File: src/hw/rtl/electronic_gear_step_generator_assert.svh
// Assertion macros for the electronic gear step generator.
// Needs a clock and an active-low synchronous reset named at each use.
`ifndef ELECTRONIC_GEAR_STEP_GENERATOR_ASSERT_SVH
`define ELECTRONIC_GEAR_STEP_GENERATOR_ASSERT_SVH

// Antecedent true implies consequent in the same cycle.
`define EGSG_ASSERT_SAME(label, clk, rst_n, ante, cons) \
  label: assert property (@(posedge clk) disable iff (!rst_n) (ante) |-> (cons)) \
    else $error("egsg assertion failed");

// Antecedent true implies consequent in the following cycle.
`define EGSG_ASSERT_NEXT(label, clk, rst_n, ante, cons) \
  label: assert property (@(posedge clk) disable iff (!rst_n) (ante) |=> (cons)) \
    else $error("egsg assertion failed");

`endif

File: src/hw/rtl/egsg_pkg.sv
// Shared constants for the electronic gear step generator.
// No dependencies; used by electronic_gear_step_generator.
package egsg_pkg;

  localparam int COUNTS_PER_REV = 2400;
  localparam int FRAC_BITS      = 16;

  localparam int ENC_W  = 32;
  localparam int POS_W  = 32;
  localparam int SPC_W  = 24;
  localparam int CPS_W  = 16;
  localparam int WIN_W  = 16;
  localparam int BL_W   = 8;
  localparam int THR_W  = 16;

  localparam int CFG_IDX_W  = 3;
  localparam int CFG_DATA_W = 32;

  localparam int IN_TDATA_W  = 40;
  localparam int OUT_FIELDS_W = 1 + 1 + BL_W + 1 + 1 + POS_W;
  localparam int OUT_TDATA_W = 48;

  // Configuration register indexes.
  localparam logic [CFG_IDX_W-1:0] REG_STEPS_PER_COUNT = 3'd0;
  localparam logic [CFG_IDX_W-1:0] REG_CPS_INT         = 3'd1;
  localparam logic [CFG_IDX_W-1:0] REG_CPS_FRAC        = 3'd2;
  localparam logic [CFG_IDX_W-1:0] REG_SYNC_WINDOW     = 3'd3;
  localparam logic [CFG_IDX_W-1:0] REG_BACKLASH        = 3'd4;
  localparam logic [CFG_IDX_W-1:0] REG_TARGET_POS      = 3'd5;
  localparam logic [CFG_IDX_W-1:0] REG_TARGET_EN       = 3'd6;
  localparam logic [CFG_IDX_W-1:0] REG_TARGET_THR      = 3'd7;

  // Angle within a revolution: remainder by reciprocal multiplication.
  localparam int CPR_LOG2    = $clog2(COUNTS_PER_REV);
  localparam int REM_W       = CPR_LOG2 + 1;
  localparam int RECIP_SHIFT = 31 + CPR_LOG2;
  localparam logic [63:0] RECIP_FULL = (64'd1 << RECIP_SHIFT) / 64'(COUNTS_PER_REV);
  localparam logic [31:0] RECIP      = RECIP_FULL[31:0];
  localparam logic [63:0] WRAP_REM_FULL = (64'd1 << 32) % 64'(COUNTS_PER_REV);
  localparam logic [REM_W-1:0] WRAP_REM = WRAP_REM_FULL[REM_W-1:0];
  localparam logic [REM_W-1:0] CPR_R    = REM_W'(COUNTS_PER_REV);
  localparam logic [ENC_W-1:0] CPR_ENC  = ENC_W'(COUNTS_PER_REV);

endpackage

File: src/hw/rtl/electronic_gear_step_generator.sv
// Electronic gear step generator: accepts one input beat per cycle unless the output
// stalls on out_tready. Three stages find the spindle angle
// (reciprocal multiply, remainder fix, sign fold); the gearing stage then does one
// 32x24 multiply and updates the gear state in the cycle the result is registered.
// Reset (rst_n low, synchronous) clears config registers, gear state, valid flags.
// Depends on egsg_pkg and electronic_gear_step_generator_assert.svh.
`include "electronic_gear_step_generator_assert.svh"

module electronic_gear_step_generator (
  input  logic                                  clk,
  input  logic                                  rst_n,
  input  logic                                  in_tvalid,
  output logic                                  in_tready,
  // [31:0] encoder_count, [32] spindle_enabled, [39:33] zero
  input  logic [egsg_pkg::IN_TDATA_W-1:0]       in_tdata,
  output logic                                  out_tvalid,
  input  logic                                  out_tready,
  // [0] step_pulse, [1] step_direction, [9:2] backlash_pulses, [10] stop_request,
  // [11] in_sync, [43:12] position, [47:44] zero
  output logic [egsg_pkg::OUT_TDATA_W-1:0]      out_tdata,
  input  logic                                  cfg_wr_en,
  input  logic [egsg_pkg::CFG_IDX_W-1:0]        cfg_index,
  input  logic [egsg_pkg::CFG_DATA_W-1:0]       cfg_wdata
);

  localparam int EW   = egsg_pkg::ENC_W;
  localparam int PW   = egsg_pkg::POS_W;
  localparam int RW   = egsg_pkg::REM_W;
  localparam int FB   = egsg_pkg::FRAC_BITS;
  localparam int PRODW = EW + egsg_pkg::SPC_W;

  // Configuration registers.
  logic [egsg_pkg::SPC_W-1:0] spc_r;
  logic [egsg_pkg::CPS_W-1:0] cps_int_r;
  logic [egsg_pkg::CPS_W-1:0] cps_frac_r;
  logic [egsg_pkg::WIN_W-1:0] window_r;
  logic [egsg_pkg::BL_W-1:0]  backlash_r;
  logic [PW-1:0]              target_r;
  logic                       target_en_r;
  logic [egsg_pkg::THR_W-1:0] threshold_r;

  always_ff @(posedge clk) begin
    if (!rst_n) begin
      spc_r       <= '0;
      cps_int_r   <= '0;
      cps_frac_r  <= '0;
      window_r    <= '0;
      backlash_r  <= '0;
      target_r    <= '0;
      target_en_r <= 1'b0;
      threshold_r <= '0;
    end else if (cfg_wr_en) begin
      unique case (cfg_index)
        egsg_pkg::REG_STEPS_PER_COUNT: spc_r       <= cfg_wdata[egsg_pkg::SPC_W-1:0];
        egsg_pkg::REG_CPS_INT:         cps_int_r   <= cfg_wdata[egsg_pkg::CPS_W-1:0];
        egsg_pkg::REG_CPS_FRAC:        cps_frac_r  <= cfg_wdata[egsg_pkg::CPS_W-1:0];
        egsg_pkg::REG_SYNC_WINDOW:     window_r    <= cfg_wdata[egsg_pkg::WIN_W-1:0];
        egsg_pkg::REG_BACKLASH:        backlash_r  <= cfg_wdata[egsg_pkg::BL_W-1:0];
        egsg_pkg::REG_TARGET_POS:      target_r    <= cfg_wdata[PW-1:0];
        egsg_pkg::REG_TARGET_EN:       target_en_r <= cfg_wdata[0];
        egsg_pkg::REG_TARGET_THR:      threshold_r <= cfg_wdata[egsg_pkg::THR_W-1:0];
        default: ;
      endcase
    end
  end

  // Pipeline flow control: a stage loads when it is empty or its successor loads.
  logic s1_v_r, s2_v_r, s3_v_r, out_v_r;
  logic free_out, ld3, ld2, ld1, fire;

  assign free_out  = !out_v_r || out_tready;
  assign ld3       = !s3_v_r || free_out;
  assign ld2       = !s2_v_r || ld3;
  assign ld1       = !s1_v_r || ld2;
  assign fire      = s3_v_r && free_out;
  assign in_tready = ld1;

  always_ff @(posedge clk) begin
    if (!rst_n) begin
      s1_v_r  <= 1'b0;
      s2_v_r  <= 1'b0;
      s3_v_r  <= 1'b0;
      out_v_r <= 1'b0;
    end else begin
      if (ld1)      s1_v_r  <= in_tvalid;
      if (ld2)      s2_v_r  <= s1_v_r;
      if (ld3)      s3_v_r  <= s2_v_r;
      if (free_out) out_v_r <= s3_v_r;
    end
  end

  // Stage 1: quotient estimate by the reciprocal, at most one low.
  logic [EW-1:0] s1_enc_r;
  logic          s1_en_r;
  logic [EW-1:0] s1_q_r;
  logic [63:0]   recip_prod;

  assign recip_prod = {32'd0, in_tdata[EW-1:0]} * {32'd0, egsg_pkg::RECIP};

  // Stage 2: remainder of the unsigned count, corrected into [0, COUNTS_PER_REV).
  logic [EW-1:0] s2_enc_r;
  logic          s2_en_r;
  logic [RW-1:0] s2_rem_r;
  logic [EW-1:0] qc;
  logic [EW-1:0] rem_full;
  logic [RW-1:0] rem_raw;
  logic [RW-1:0] rem_fix;

  assign qc       = EW'(s1_q_r * egsg_pkg::CPR_ENC);
  assign rem_full = s1_enc_r - qc;
  assign rem_raw  = rem_full[RW-1:0];
  assign rem_fix  = (rem_raw >= egsg_pkg::CPR_R) ? rem_raw - egsg_pkg::CPR_R : rem_raw;

  // Stage 3: a negative count shifts the remainder by 2^32 mod COUNTS_PER_REV.
  logic [EW-1:0] s3_enc_r;
  logic          s3_en_r;
  logic [RW-1:0] s3_ang_r;
  logic [RW-1:0] ang_nxt;

  always_comb begin
    ang_nxt = s2_rem_r;
    if (s2_enc_r[EW-1]) begin
      if (s2_rem_r >= egsg_pkg::WRAP_REM) begin
        ang_nxt = s2_rem_r - egsg_pkg::WRAP_REM;
      end else begin
        ang_nxt = s2_rem_r + egsg_pkg::CPR_R - egsg_pkg::WRAP_REM;
      end
    end
  end

  always_ff @(posedge clk) begin
    if (ld1) begin
      s1_enc_r <= in_tdata[EW-1:0];
      s1_en_r  <= in_tdata[EW];
      s1_q_r   <= EW'(recip_prod >> egsg_pkg::RECIP_SHIFT);
    end
    if (ld2) begin
      s2_enc_r <= s1_enc_r;
      s2_en_r  <= s1_en_r;
      s2_rem_r <= rem_fix;
    end
    if (ld3) begin
      s3_enc_r <= s2_enc_r;
      s3_en_r  <= s2_en_r;
      s3_ang_r <= ang_nxt;
    end
  end

  // Gear state.
  logic [EW-1:0] ref_r, ref_nxt;
  logic [FB-1:0] acc_r, acc_nxt;
  logic [PW-1:0] pos_r, pos_nxt;
  logic          last_dir_r, last_dir_nxt;
  logic          dir_chg_r, dir_chg_nxt;
  logic          synced_r, synced_nxt;

  logic [EW-1:0]   diff;
  logic [EW-1:0]   mag;
  logic [PRODW-1:0] gear_prod;
  logic            due;
  logic            dir_due;
  logic            ang_ok;
  logic [PW:0]     tgt_diff;
  logic [PW:0]     tgt_mag;
  logic            near;
  logic [FB:0]     frac_sum;
  logic [EW-1:0]   amount;
  logic            go;
  logic            pulse, dir_o, stop;
  logic [egsg_pkg::BL_W-1:0] bl_o;

  assign diff      = s3_enc_r - ref_r;
  assign mag       = diff[EW-1] ? (EW'(0) - diff) : diff;
  assign gear_prod = PRODW'(mag) * PRODW'(spc_r);
  assign due       = |gear_prod[PRODW-1:FB];
  assign dir_due   = !diff[EW-1];
  assign ang_ok    = 32'(s3_ang_r) <= 32'(window_r);
  assign tgt_diff  = {target_r[PW-1], target_r} - {pos_r[PW-1], pos_r};
  assign tgt_mag   = tgt_diff[PW] ? ((PW+1)'(0) - tgt_diff) : tgt_diff;
  assign near      = tgt_mag <= (PW+1)'(threshold_r);
  assign frac_sum  = {1'b0, acc_r} + {1'b0, FB'(cps_frac_r)};
  assign amount    = EW'(cps_int_r) + EW'(frac_sum[FB]);

  always_comb begin
    ref_nxt      = ref_r;
    acc_nxt      = acc_r;
    pos_nxt      = pos_r;
    last_dir_nxt = last_dir_r;
    dir_chg_nxt  = dir_chg_r;
    synced_nxt   = synced_r;
    pulse        = 1'b0;
    stop         = 1'b0;
    bl_o         = '0;
    go           = 1'b0;
    dir_o        = due ? dir_due : last_dir_r;
    if (due) begin
      if (!s3_en_r) begin
        ref_nxt = s3_enc_r;
      end else begin
        go = 1'b1;
        if (last_dir_r != dir_due) begin
          last_dir_nxt = dir_due;
          dir_chg_nxt  = 1'b1;
          bl_o         = backlash_r;
        end
        if (!synced_r) begin
          if (ang_ok) begin
            synced_nxt = 1'b1;
          end else begin
            ref_nxt = s3_enc_r;
            go      = 1'b0;
          end
        end
        // The first step after a reversal is never held at the target.
        if (go && target_en_r && !dir_chg_nxt && near) begin
          stop = 1'b1;
          go   = 1'b0;
        end
        if (go) begin
          pos_nxt     = dir_due ? pos_r + PW'(1) : pos_r - PW'(1);
          acc_nxt     = frac_sum[FB-1:0];
          ref_nxt     = dir_due ? ref_r + amount : ref_r - amount;
          dir_chg_nxt = 1'b0;
          pulse       = 1'b1;
        end
      end
    end
  end

  always_ff @(posedge clk) begin
    if (!rst_n) begin
      ref_r      <= '0;
      acc_r      <= '0;
      pos_r      <= '0;
      last_dir_r <= 1'b0;
      dir_chg_r  <= 1'b0;
      synced_r   <= 1'b0;
    end else if (fire) begin
      ref_r      <= ref_nxt;
      acc_r      <= acc_nxt;
      pos_r      <= pos_nxt;
      last_dir_r <= last_dir_nxt;
      dir_chg_r  <= dir_chg_nxt;
      synced_r   <= synced_nxt;
    end
  end

  // Result register.
  logic [egsg_pkg::OUT_TDATA_W-1:0] out_tdata_r;

  always_ff @(posedge clk) begin
    if (free_out) begin
      out_tdata_r <= {(egsg_pkg::OUT_TDATA_W - egsg_pkg::OUT_FIELDS_W)'(0),
                      pos_nxt, synced_nxt, stop, bl_o, dir_o, pulse};
    end
  end

  assign out_tvalid = out_v_r;
  assign out_tdata  = out_tdata_r;

  `EGSG_ASSERT_SAME(a_pulse_not_stopped, clk, rst_n, out_v_r && out_tdata_r[0], !out_tdata_r[10])
  `EGSG_ASSERT_SAME(a_pulse_needs_sync, clk, rst_n, out_v_r && out_tdata_r[0], out_tdata_r[11])
  `EGSG_ASSERT_NEXT(a_sync_sticks, clk, rst_n, synced_r, synced_r)
  `EGSG_ASSERT_NEXT(a_state_holds_idle, clk, rst_n, !fire, $stable(pos_r) && $stable(ref_r))

endmodule

File: config.mk
export PLATFORM = sky130hd
export DESIGN_NAME = electronic_gear_step_generator
export DESIGN_NICKNAME = d
export VERILOG_FILES = /design/src/hw/rtl/egsg_pkg.sv /design/src/hw/rtl/electronic_gear_step_generator.sv
export VERILOG_INCLUDE_DIRS = /design/src /design/src/hw/rtl
export SDC_FILE = /design/constraint.sdc
export NUM_CORES = 2
export LEC_CHECK = 0
export BUFFER_PORTS_ARGS = -buffer_cell sky130_fd_sc_hd__buf_2
export CAP_MARGIN = 15
export CORE_UTILIZATION = 38
export CTS_BUF_LIST = sky130_fd_sc_hd__clkbuf_2
export DETAILED_ROUTE_END_ITERATION = 10
export PLACE_DENSITY = 0.57
export SLEW_MARGIN = 20
export SYNTH_ARGS = -nofsm -noshare
export SYNTH_HDL_FRONTEND = slang
export SYNTH_SLANG_ARGS = --single-unit
File: constraint.sdc
create_clock -name clk -period 22.4 [get_ports clk]
set_clock_uncertainty 0.15 [all_clocks]
set_input_delay 2.24 -clock clk [delete_from_list [all_inputs] [get_ports clk]]
set_output_delay 2.24 -clock clk [all_outputs]
set_load 0.05 [all_outputs]
# After elaboration in Yosys (flattened, before gate mapping)
# Cells that the tools add are included.
# Widths: inputs -> output; s select.
# word_totals
memories	0
input_bits	80
mem_bits_ro	0
register_bits	406
latch_bits	0
ramBits	0
out_inout_bits	50
word_cells	122
# classes
multipliers	3
muxes	30
add_sub_neg	15
n_eq_ne	10
div	0
n_lt_le_gt_ge	4
bitwise_logic	0
n_reduce_logical	30
n_shift	0
# ops
cell	count
$mux 32	10
$mul 32x32->64 const B	1
$mul 32x24->56	1
$reduce_or 40->1	1
$mux 13	3
$le 33x16->1	1
$mux 33	1
$sub 1x33->33 const A	1
$sub 32x32->33	1
$add 32x1->32 const B	1
$add 32x17->32	1
$sub 1x32->32 const A	1
$sub 32x1->32 const B	1
$sub 32x17->32	1
$sub 32x32->32	1
$sub 13x11->13 const B	2
$mul 21x7->8 const B	1
$reduce_and 2->1	9
$add 16x1->17	1
$add 16x16->17	1
$le 13x16->1	1
$mux 1	16
$add 13x12->13 const B	1
$ge 13x11->1 const B	1
other kinds (14)	33

# Logic depth before layout (Yosys ltp)
# logic_depth
word_depth	15
mapped_depth	54
depth_no_buf	50

# Least setup slack after synthesis
# OpenSTA, ideal clock, no wires.
# synth_path
path_type	reg-to-reg
from	register s3_enc_r[0]
to	register out_tdata_r (netlist bit out_tdata[8]) (data pin)
synth_period_minus_slack_ns	12.607
path_buffers	4
setup_ns	0.256
stages_incl_launch_ff	50
path_slack_ns	9.793
arrival_time_ns	12.201
t_required_ns	21.994
cell_sequence	edfxtp_1 > inv_1 > ha_1 > fa_1 > nor2b_1 > o21ai_1 > a21boi_0 > o21ai_0 > a21boi_1 > nor2_1 > o21ai_0 > a21oi_1 > xnor2_1 > or4_1 > or2_2 > nor3_1 > nand3_1 > or3_1 > [14 not listed] > a21o_1 > a21o_1 > a21o_1 > a21o_1 > a21oi_1 > o21bai_1 > a221o_1 > or3_1 > a311oi_1 > or3_1 > o21ai_1 > a2111o_1 > nor4_1 > nand4_1 > or2_1 > buf_2 > clkbuf_1 > and4_1
# synth_via
elab_chain_cells	6
word_cells_on_any_way	8
classes_between	add/sub: 2; mul: 1; eq/ne: 1; mux: 1; reduce/logical: 3
# synth_rtl
element	line_no	source
start: declaration	electronic_gear_step_generator.sv:115	logic [EW-1:0] s3_enc_r;
start signal: assignment	electronic_gear_step_generator.sv:143	s3_enc_r <= s2_enc_r;
$sub 32x32->32 (*)	electronic_gear_step_generator.sv:172	assign diff = s3_enc_r - ref_r;
$sub 1x32->32	electronic_gear_step_generator.sv:173	assign mag = diff[EW-1] ? (EW'(0) - diff) : diff;
$mux 32	electronic_gear_step_generator.sv:173	
$mul 32x24->56	electronic_gear_step_generator.sv:174	assign gear_prod = PRODW'(mag) * PRODW'(spc_r);
$reduce_or 40->1	electronic_gear_step_generator.sv:175	assign due = |gear_prod[PRODW-1:FB];
$reduce_and 3->1 (no line) (*)	--	
end signal: assignment	electronic_gear_step_generator.sv:253	out_tdata_r <= {(egsg_pkg::OUT_TDATA_W - egsg_pkg::OUT_FIELDS_W)'(0),
end: declaration	electronic_gear_step_generator.sv:249	logic [egsg_pkg::OUT_TDATA_W-1:0] out_tdata_r;
# Every way passes the cells marked *; elsewhere a longest branch is shown, timed or not.
# A chain may end at the register's enable or synchronous reset.

# Worst setup path after layout
# layout_path
from	register s3_enc_r[0]
to	register pos_r[16]
# layout_via
elab_chain_cells	15
word_cells_on_any_way	20
classes_between	add/sub: 2; mul: 1; eq/ne: 1; mux: 11; reduce/logical: 5
# layout_rtl
element	line_no	source
$sub 32x32->32 (*)	electronic_gear_step_generator.sv:172	
branches (longest 13 deep; another with $mul 32x24->56)	--	
$mux 32 (*)	electronic_gear_step_generator.sv:196	if (due) begin
end signal: assignment	electronic_gear_step_generator.sv:241	pos_r <= pos_nxt;
end: declaration	electronic_gear_step_generator.sv:152	logic [PW-1:0] pos_r, pos_nxt;
# Mark *: on every way between the ends. The select of a mux whose other input is x is not followed.

==> Implementation_results.wiki <==
{| class="wikitable"
! Metric !! Value
|-
| Height of the die || 404.4 um
|-
| Final sum of negative setup slack || 0 ns
|-
| Remaining max-slew budget at the tightest pin || 0.2779
|-
| Fmax achieved || 66.73 MHz
|-
| H-Tree Depth || 3
|-
| Core area || 160600 um^2
|-
| Post-synthesis sequential element count || 383
|-
| Overall Global Routing Usage || 0.2040
|-
| Synth Flop Type || dfxtp_1
|-
| Resized cells post-CTS || 0
|-
| CP max stage cell || o41ai_1
|-
| Mux contribution to synthesized area || 0.008704
|-
| RePlAce Congestion || 0.9186
|-
| Routed length per placed instance || 18.25 um
|-
| Most frequent cell on the critical path || fa_1
|-
| Area occupied by registers || 9350 um^2
|-
| Total number of placement rows || 147
|-
| Average vias per placed instance || 5.140
|-
| XOR/XNOR Fraction of Synth Area || 0.03658
|-
| Total CTS buffers || 96
|-
| Reg clk slew, reported paths || 0.12 ns
|-
| Share of async-settable or async-resettable flops after synthesis || 0
|-
| Delay of the slowest cell on the worst path || 0.87 ns
|-
| # hold bufs at CTS || 0
|-
| Yosys synthesis warning count || 0
|-
| Post-Route Hold Slack || 0.2279 ns
|-
| Synthesized netlist cell count || 6661
|-
| Max Cap Viol || 0
|-
| First-pass GRT wire length || 265.3 mm
|-
| Critical path class || flip-flop to flip-flop
|-
| Start point of the critical path || s3_enc_r[0]$_DFFE_PP_
|-
| Largest family of logic cells by synthesized area || adder cells
|-
| Count of distinct cell types in the synthesized netlist || 87
|-
| Number of input and output port buffers inserted || 118
|-
| Number of filler instances in the final layout || 15.98k
|-
| Total half-perimeter wirelength after legalization and detailed placement || 130.6 mm
|-
| Post-route ant nets || 0
|-
| Transition at the pin with the smallest max-transition slack || 1.079 ns
|-
| Clock tree sinks || 383
|-
| Top area cells in the synthesized netlist || fa_1 34%, ha_1 14%, edfxtp_1 8.2%
|-
| Number of antenna violations at the first check in global routing || 9
|-
| Share of layout cells above drive strength 1 || 0.06548
|-
| Clock network latency to the later pin of the worst-skew pair || 1.19 ns
|-
| Total Die Area || 163500 um^2
|-
| Fin nets || 8481
|-
| Violation count after the first detailed-routing iteration || 2431
|-
| Total standard cell area after synthesis || 61530 um^2
|-
| Sequential element share of the synthesized area || 0.1518
|-
| Starting density of the core || 0.3832
|-
| Post-Route WL || 162.9 mm
|-
| Worst setup slack after layout || 7.414 ns
|-
| Signal arrival time at the worst endpoint || 15.82 ns
|-
| Post-synthesis share of cell area spent on full adders, half adders and majority gates || 0.4760
|-
| Number of ports placed on the die boundary || 130
|-
| Type of the most critical hold path || flip-flop to flip-flop
|-
| Critical register-to-register path startpoint || s3_enc_r[0]$_DFFE_PP_
|-
| Slew Limit Fails || 0
|-
| Vias in the first global route || 48.62k
|-
| Period utilisation layout || 0.6690
|-
| Number of enable-type register cells in the synthesized netlist || 167
|-
| Power per standard cell area || 117.2 nW/um^2
|-
| Minimum clock period || 14.99 ns
|-
| Root buffer selected by CTS || clkbuf_2
|-
| Worst setup timing slack at the placement stage || 7.470 ns
|-
| Hold violation count in the final report || 0
|-
| Number of remaining DRC errors || 0
|-
| Final core area utilization || 0.4088
|-
| Share of the synthesized area in the top cell type || 0.3394
|-
| Req. time, crit path || 23.23 ns
|-
| Post-CTS repair timing setup buffer count || 0
|-
| Largest net degree at the start of global routing || 88
|-
| Most frequent cell after synthesis || inv_1
|-
| Setup repair after global routing missed its margin || no
|-
| Leading post-synthesis cells by instance count || 1090 x inv_1, 1043 x fa_1, 1023 x nand2_1
|-
| CTS tree || done
|-
| Share of the synthesized area in compound gates (AO/OA/AOI/OAI) || 0.09904
|-
| Remaining global-route overflow || 0
|-
| TritonRoute pass-1 iters || 5
|-
| Critical path launch point type || flip-flop
|-
| Footprint of the multi-input gates || 47440 um^2
|-
| Vias after detailed routing || 45.90k
|-
| Worst Hold Launch || s1_enc_r[15]$_DFFE_PP_
|-
| Synth-to-layout area growth || 6.697%
|-
| Largest fanout on the critical path || 87
|-
| Post-synthesis share of cell area spent on and, or, nand and nor gates || 0.1441
|-
| Final setup violating endpoints || 0
|-
| Category of the worst setup path capture point || flip-flop
|-
| Synthesized area per cell || 9.237 um^2
|-
| Area leader, netlist || fa_1
|-
| Run status || complete, no violations
|-
| Maximum root-to-sink buffer count || 3
|-
| Leakage power of the design || 27.42 nW
|-
| Worst-case vdd ir drop || 0.0002349 V
|-
| Die X || 404.4 um
|}
## kinds of logic after synthesis
logic type	after synthesis
xor+xnor	257
buf+inv	1356
flops	383
other cells	1
fa+ha+maj	1715
compound gates	973
mux	53
simple gates	1923
## stage by stage
step,area [um^2],instances,power (mW)
global placement,64710,8748,7.141
CTS,65630,8925,7.797
finish,65650,8929,7.694
global route,65640,8928,8.625
floorplan,61540,6664,5.380
detailed placement,64710,8748,7.232
## path summary, 6_finish.rpt
check	end	slack [ns]	depth (start not counted)
max reg2reg	pos_r[16]$_SDFFE_PN0P_	7.41	46
max	pos_r[16]$_SDFFE_PN0P_	7.41	46
min reg2reg	s2_enc_r[15]$_DFFE_PP_	0.23	0
min	s2_enc_r[15]$_DFFE_PP_	0.23	0
## state kept, by name (all words and copies together), names as in the netlist, 16 cells and up
name and cells:
out_tdata 44, pos_r 32, ref_r 32, s1_enc_r 32
s2_enc_r 32, s3_enc_r 32, target_r 32, spc_r 24
acc_r 16, cps_frac_r 16, cps_int_r 16, threshold_r 16
window_r 16
## final cells by class
type,instances,share of cell area
Inverter,1090,0.06240
Sequential cell,383,0.1424
Clock buffer,149,0.01136
Timing Repair Buffer,190,0.01723
Antenna cell,4,0.0001525
Clock inverter,28,0.002668
Multi-Input combinational cell,4925,0.7226
Tap cell,2160,0.04117
## critical path, delay by kind of cell, from the launching register on
family	cells	cell delay, ns
xor+xnor	2	0.43
buf+inv	4	1.34
compound gates	17	4.52
flops	1	0.34
simple gates	12	3.09
fa+ha+maj	10	4.66
mux	1	0.27
## power breakdown
group / internal, mW / switching, mW / total [mW]
logic: 2.52 / 3.68 / 6.20
clock network: 0.193 / 0.300 / 0.493
registers: 0.950 / 0.0530 / 1.00
total: 3.67 / 4.03 / 7.69
## layer usage
layer | track usage | share of wire | vias up
met5 | 0 | 0 | -
met1 | 0.2768 | 0.45 | 23208
met3 | 0.01802 | 0.040 | 181
li1 | - | - | 21565
met4 | 0.03974 | 0.016 | 0
met2 | 0.3545 | 0.49 | 941
## cells in the final DEF, fill, tap and decap left out, types with 15 or more instances in the layout
cell type / instances
nand2_1: 1021
buf_2: 118
a211oi_1: 21
inv_1: 1087
nor2b_1: 56
nor4_1: 19
o21bai_1: 30
or2_2: 20
edfxtp_1: 167
a21o_1: 93
o31ai_1: 28
clkbuf_2: 149
xnor2_1: 159
a21oi_1: 356
buf_4: 72
xor2_1: 69
nor3_1: 80
a311oi_1: 33
nand3_1: 99
nor2_1: 197
and3_1: 41
ha_1: 672
mux2i_1: 49
and2_1: 214
o21a_1: 45
nand4_1: 44
o21ai_1: 15
fa_1: 1043
o21ai_0: 200
a31oi_1: 15
dfxtp_1: 207
nand2b_1: 42
clkinv_1: 17
or3_1: 32
No activity file was read; power rests on OpenSTA's default activity.
